<file path="config.mk">
export PLATFORM = sky130hd
export DESIGN_NAME = bdtg_front
export DESIGN_NICKNAME = d
export VERILOG_FILES = /design/src/rtl/core/bdtg_pkg.sv /design/src/rtl/core/bdtg_front.sv
export SDC_FILE = /design/constraint.sdc
export NUM_CORES = 1
export LEC_CHECK = 0
export BUFFER_PORTS_ARGS = -buffer_cell sky130_fd_sc_hd__buf_4
export CORE_UTILIZATION = 45
export CTS_BUF_LIST = sky130_fd_sc_hd__clkbuf_8 sky130_fd_sc_hd__clkbuf_16
export DETAILED_ROUTE_END_ITERATION = 7
export PLACE_DENSITY = 0.7
export RECOVER_POWER = 25
export SLEW_MARGIN = 20
export SYNTH_ARGS = -nofsm -noshare
export SYNTH_HDL_FRONTEND = slang
export SYNTH_SLANG_ARGS = --single-unit
</file>
<file path="constraint.sdc">
create_clock -name clk -period 6.1 [get_ports clk]
set_input_delay 0.61 -clock clk [delete_from_list [all_inputs] [get_ports clk]]
set_output_delay 0.61 -clock clk [all_outputs]
set_load 0.005 [all_outputs]
</file>
<file path="src/rtl/core/bdtg_pkg.sv">
// Shared types and constants for the balanced-duration tone generator.
// Holds command codes, register indexes, field widths, the queue item types,
// the back-end state encoding and the sine-table construction constants.
package bdtg_pkg;

	// Field widths fixed by the interface.
	localparam int unsigned CMD_W      = 2;
	localparam int unsigned FREQ_W     = 15;
	localparam int unsigned DUR_W      = 24;
	localparam int unsigned PER_W      = 16;
	localparam int unsigned GAIN_W     = 40;
	localparam int unsigned AMP_W      = 15;
	localparam int unsigned SAMPLE_W   = 16;
	localparam int unsigned PHASE_W    = 32;
	localparam int unsigned ERR_W      = 32;
	localparam int unsigned CFG_IDX_W  = 2;
	localparam int unsigned CFG_DATA_W = 40;
	// Dividend of the count division: duration plus half a period.
	localparam int unsigned NUM_W      = 25;

	// Input command codes.
	localparam logic [CMD_W-1:0] CMD_LOAD  = 2'd0;
	localparam logic [CMD_W-1:0] CMD_TICK  = 2'd1;
	localparam logic [CMD_W-1:0] CMD_CLEAR = 2'd2;

	// Configuration register indexes.
	localparam logic [CFG_IDX_W-1:0] REG_PERIOD = 2'd0;
	localparam logic [CFG_IDX_W-1:0] REG_GAIN   = 2'd1;
	localparam logic [CFG_IDX_W-1:0] REG_AMP    = 2'd2;

	// Register reset values.
	localparam logic [PER_W-1:0]  PERIOD_RST = 16'd2000;
	localparam logic [GAIN_W-1:0] GAIN_RST   = 40'd4398046511;
	localparam logic [AMP_W-1:0]  AMP_RST    = 15'd25000;

	localparam logic [DUR_W-1:0] COUNT_MAX = '1;

	// Sine table construction: Q30 fixed point Taylor series.
	localparam longint unsigned HALF_PI_Q30 = 64'd1686629713;
	localparam longint unsigned ONE_Q30     = 64'd1073741824;
	localparam longint unsigned TAYLOR_DIV [10] =
		'{64'd6, 64'd20, 64'd42, 64'd72, 64'd110, 64'd156, 64'd210, 64'd272, 64'd342,
		  64'd420};

	typedef enum logic [1:0] {
		OP_LOAD,
		OP_TICK,
		OP_CLEAR
	} op_t;

	typedef struct packed {
		op_t               op;
		logic [FREQ_W-1:0] freq;
		logic [DUR_W-1:0]  dur;
	} cmd_item_t;

	typedef struct packed {
		logic      valid;
		cmd_item_t item;
	} cmd_req_t;

	typedef enum logic [3:0] {
		BK_IDLE,
		BK_ROM,
		BK_MUL,
		BK_OUT,
		BK_PLO,
		BK_PHI,
		BK_DIV,
		BK_CPM,
		BK_ERR
	} bk_state_t;

endpackage

</file>
<file path="src/rtl/core/bdtg_front.sv">
// Front end of the tone generator: accepts input transfers, classifies the
// command and queues useful items in a two-entry queue. Depends on bdtg_pkg.
module bdtg_front (
	input  logic                        clk,
	input  logic                        arst_n,
	input  logic                        in_valid,
	output logic                        in_ready,
	input  logic [bdtg_pkg::CMD_W-1:0]  command,
	input  logic [bdtg_pkg::FREQ_W-1:0] tone_frequency,
	input  logic [bdtg_pkg::DUR_W-1:0]  tone_duration,
	output bdtg_pkg::cmd_req_t          req,
	input  logic                        pop
);
	import bdtg_pkg::*;

	cmd_item_t  q_mem_q [2];
	logic       wr_ptr_q;
	logic       rd_ptr_q;
	logic [1:0] cnt_q;
	logic       keep;
	op_t        op;
	logic       push;

	// Unknown commands are taken and dropped here so the back end never sees them.
	always_comb begin
		keep = 1'b1;
		op   = OP_TICK;
		unique case (command)
			CMD_LOAD:  op = OP_LOAD;
			CMD_TICK:  op = OP_TICK;
			CMD_CLEAR: op = OP_CLEAR;
			default:   keep = 1'b0;
		endcase
	end

	assign in_ready = (cnt_q != 2'd2);
	assign push     = in_valid && in_ready && keep;

	assign req.valid = (cnt_q != 2'd0);
	assign req.item  = q_mem_q[rd_ptr_q];

	always_ff @(posedge clk) begin
		if (push) begin
			q_mem_q[wr_ptr_q] <= '{op: op, freq: tone_frequency, dur: tone_duration};
		end
	end

	always_ff @(posedge clk or negedge arst_n) begin
		if (!arst_n) begin
			wr_ptr_q <= 1'b0;
			rd_ptr_q <= 1'b0;
			cnt_q    <= 2'd0;
		end else begin
			if (push) begin
				wr_ptr_q <= ~wr_ptr_q;
			end
			if (pop) begin
				rd_ptr_q <= ~rd_ptr_q;
			end
			cnt_q <= cnt_q + {1'b0, push} - {1'b0, pop};
		end
	end

endmodule

</file>
==> results_dict.tcl <==
set metrics [dict create \
    status "finished clean" \
    yosys.area.top_type_share_pct 73.05 \
    fmax_ghz 0.3722 \
    yosysTopAreaCell "edfxtp_1" \
    dr.pass1.iters 4 \
    grt.overflow.total 0 \
    yosysWarningCount 0 \
    finalCritPeriodShare_pct 44.05 \
    maxCapViolations 0 \
    synth_edf_count 82 \
    cts_tree "built" \
    synth-async-reset-ratio_pct 4.651 \
    clk_pin_slew_worst_paths_ns 0.08 \
    synth.area.top_cells "edfxtp_1, mux2_4, dfrtp_1, buf_12, xnor2_1" \
    start_util_pct 46.47 \
    syn_nets 195 \
    drt-initial-drc-count 50 \
    hold_viol_final 0 \
    grt_pass1_vias 1621 \
    peakVddDrop_uv 238.9 \
    yosysSeqAreaShare_pct 76.02 \
    drv_slew 0 \
    row_count 31 \
    ant_nets 0 \
    slew_headroom_pct 63.16 \
    core_mm2 0.007253 \
    cts_resized 0 \
    synth_top_family_by_area "multiplexers" \
    worstPathRequired_ns 5.49 \
    crit_type "register to output port" \
    synthXorXnorAreaFrac_pct 1.299 \
    antenna_found_initial 0 \
    synthSimpleGateAreaFrac_pct 1.039 \
    io_pins 88 \
    synth_most_common_cell "edfxtp_1" \
    synth_cells 149 \
    synth_compound_area_share_pct 0.1856 \
    cp-start-kind "register" \
    synthesis.area_mm2 0.003371 \
    ys_dominant_reg_cell "edfxtp_1" \
    totalNegativeSetupSlack_ns 0 \
    drive_gt1_share_pct 59.04 \
    clock_skew_ns 0.006557 \
    setup_violations 0 \
    cts_setup_buffers 0 \
    hpwl_mm 3.393 \
    root_buffer "clkbuf_8" \
    synth-seq-cells 86 \
    ctsHoldBuffers 0 \
    fillers 554 \
    grt_pass1_wl_mm 7.983 \
    multiInputGateArea_um2 720.7 \
    synthMuxAreaShare_pct 18.04 \
    post-route-min-period_ns 2.687 \
    synth-adder-area-share_pct 0.3712 \
    cts_max_path_buffers 2 \
    die-area_mm2 0.007840 \
    gp_congestion 0.7044 \
    cellPowerDensity_mw_per_mm2 416.0 \
    nets 290 \
    clock-sinks 86 \
    cellLeakagePower_uw 0.001692 \
    crit_arrival_ns 2.08 \
    drt-total-wl_mm 5.219 \
    cts_buffers 9 \
    worst_setup_path_end_kind "output port" \
    die_h_um 88.55 \
    vias 1594 \
    viasPerCell 4.580 \
    area_delta_synth_final_pct 26.39 \
    wire_per_inst_um 15.00 \
    seqCellArea_mm2 0.002564 \
    synthTopCellsByCount "edfxtp_1, mux2_4, buf_12, dfrtp_1, xnor2_1" \
    synth_area_per_cell_um2 22.62 \
    die-width_um 88.55 \
    htreeDepth 3 \
    rsz0062_at_grt "false" \
    hp-class "primary input to async pin" \
    critPathMaxFanout 27 \
    whs_ns 0.09947 \
    worstMarginPinSlew_ns 0.5527 \
    diodes 0 \
    io_buffers 87 \
    clock_latency_ns 0.34 \
    drc 0 \
    grt_use_total_pct 14.54 \
    grt_max_degree 42 \
    yosysUniqueCellTypes 18 \
]
## critical path, cell delays in order (launching register included)
cell	delay, ns
dfrtp_2	0.68
buf_4	0.53
mux2_2	0.39
buf_4	0.13
## layout by cell type, fill, tap and decap left out
cell type,count
clkinvlp_4,1
dfrtp_1,3
clkinv_1,1
nor2b_1,1
or2_2,1
dfrtp_2,1
ha_1,1
clkbuf_8,11
clkinv_2,2
clkbuf_4,25
nand2b_1,1
nand3_1,1
nor2_4,2
mux2_4,39
buf_4,63
nand2_1,1
mux2_2,2
a31oi_1,1
xnor2_1,4
inv_1,3
edfxtp_1,82
clkbuf_1,2
xor2_1,1
## where the power goes
group / leakage, uW / internal (uW) / switching [uW]
sequential: 0.000801 / 776 / 57.5
clock: 0.0000940 / 166 / 182
combinational: 0.000797 / 366 / 225
total: 0.00169 / 1310 / 464
## metal layers
metal / vias up / wire (um) / GRT usage (%)
li1: 761 / - / -
met1: 763 / 2203 / 17.19
met2: 61 / 2650 / 23.92
met3: 9 / 268 / 4.104
met4: 0 / 96 / 8.358
met5: - / 0 / 0
## flip-flops by register name, summed over array words and instances (netlist names)
name,count
q_mem_q,82
cnt_q,2
wr_ptr_q,1
rd_ptr_q,1
## final timing paths
kind | start | to | slack [ns] | cells past startpoint
worst max-delay path | rd_ptr_q$_DFFE_PN0P_ | req[0] | 3.41 | 3
worst min-delay path | arst_n | rd_ptr_q$_DFFE_PN0P_ | 0.1 | 1
worst max register to register | cnt_q[1]$_DFF_PN0_ | q_mem_q[1][26]$_DFFE_PP_ | 4.24 | 4
worst min register to register | cnt_q[0]$_DFF_PN0_ | cnt_q[0]$_DFF_PN0_ | 0.53 | 1
max in group asynchronous | arst_n | rd_ptr_q$_DFFE_PN0P_ | 5.78 | 1
min in group clk | tone_frequency[9] | q_mem_q[1][33]$_DFFE_PP_ | 0.46 | 1
## kinds of logic after synthesis
group	Yosys count
buffers and inverters	8
AND/OR/NAND/NOR	7
XOR/XNOR	5
adder cells (fa/ha/maj)	1
AO/OA/AOI/OAI	1
flip-flops	86
multiplexers	41
## area by class of cell
class / count / share of cell area (%)
Sequential cell: 86 / 60.18
Timing Repair Buffer: 90 / 15.68
Clock buffer: 11 / 3.554
Multi-Input combinational cell: 55 / 16.92
Inverter: 2 / 0.1762
Clock inverter: 5 / 0.5874
Tap cell: 99 / 2.907
## metrics by stage
| stage | util, % | power (uW) | setup WS (ns) | instances | instance area [um2] |
|---|---|---|---|---|---|
| 6_report | 58.74 | 1772 | 3.413 | 348 | 4260 |
| 5_1_grt | 58.74 | 1877 | 3.290 | 348 | 4260 |
| 4_1_cts | 58.84 | 1806 | 3.349 | 348 | 4268 |
| 3_5_place_dp | 56.41 | 1452 | 3.745 | 332 | 4091 |
| 3_3_place_gp | 56.41 | 1443 | 3.742 | 332 | 4091 |
| 2_1_floorplan | - | 1243 | 3.061 | 149 | 3371 |
No activity file was read; power rests on OpenSTA's default activity.
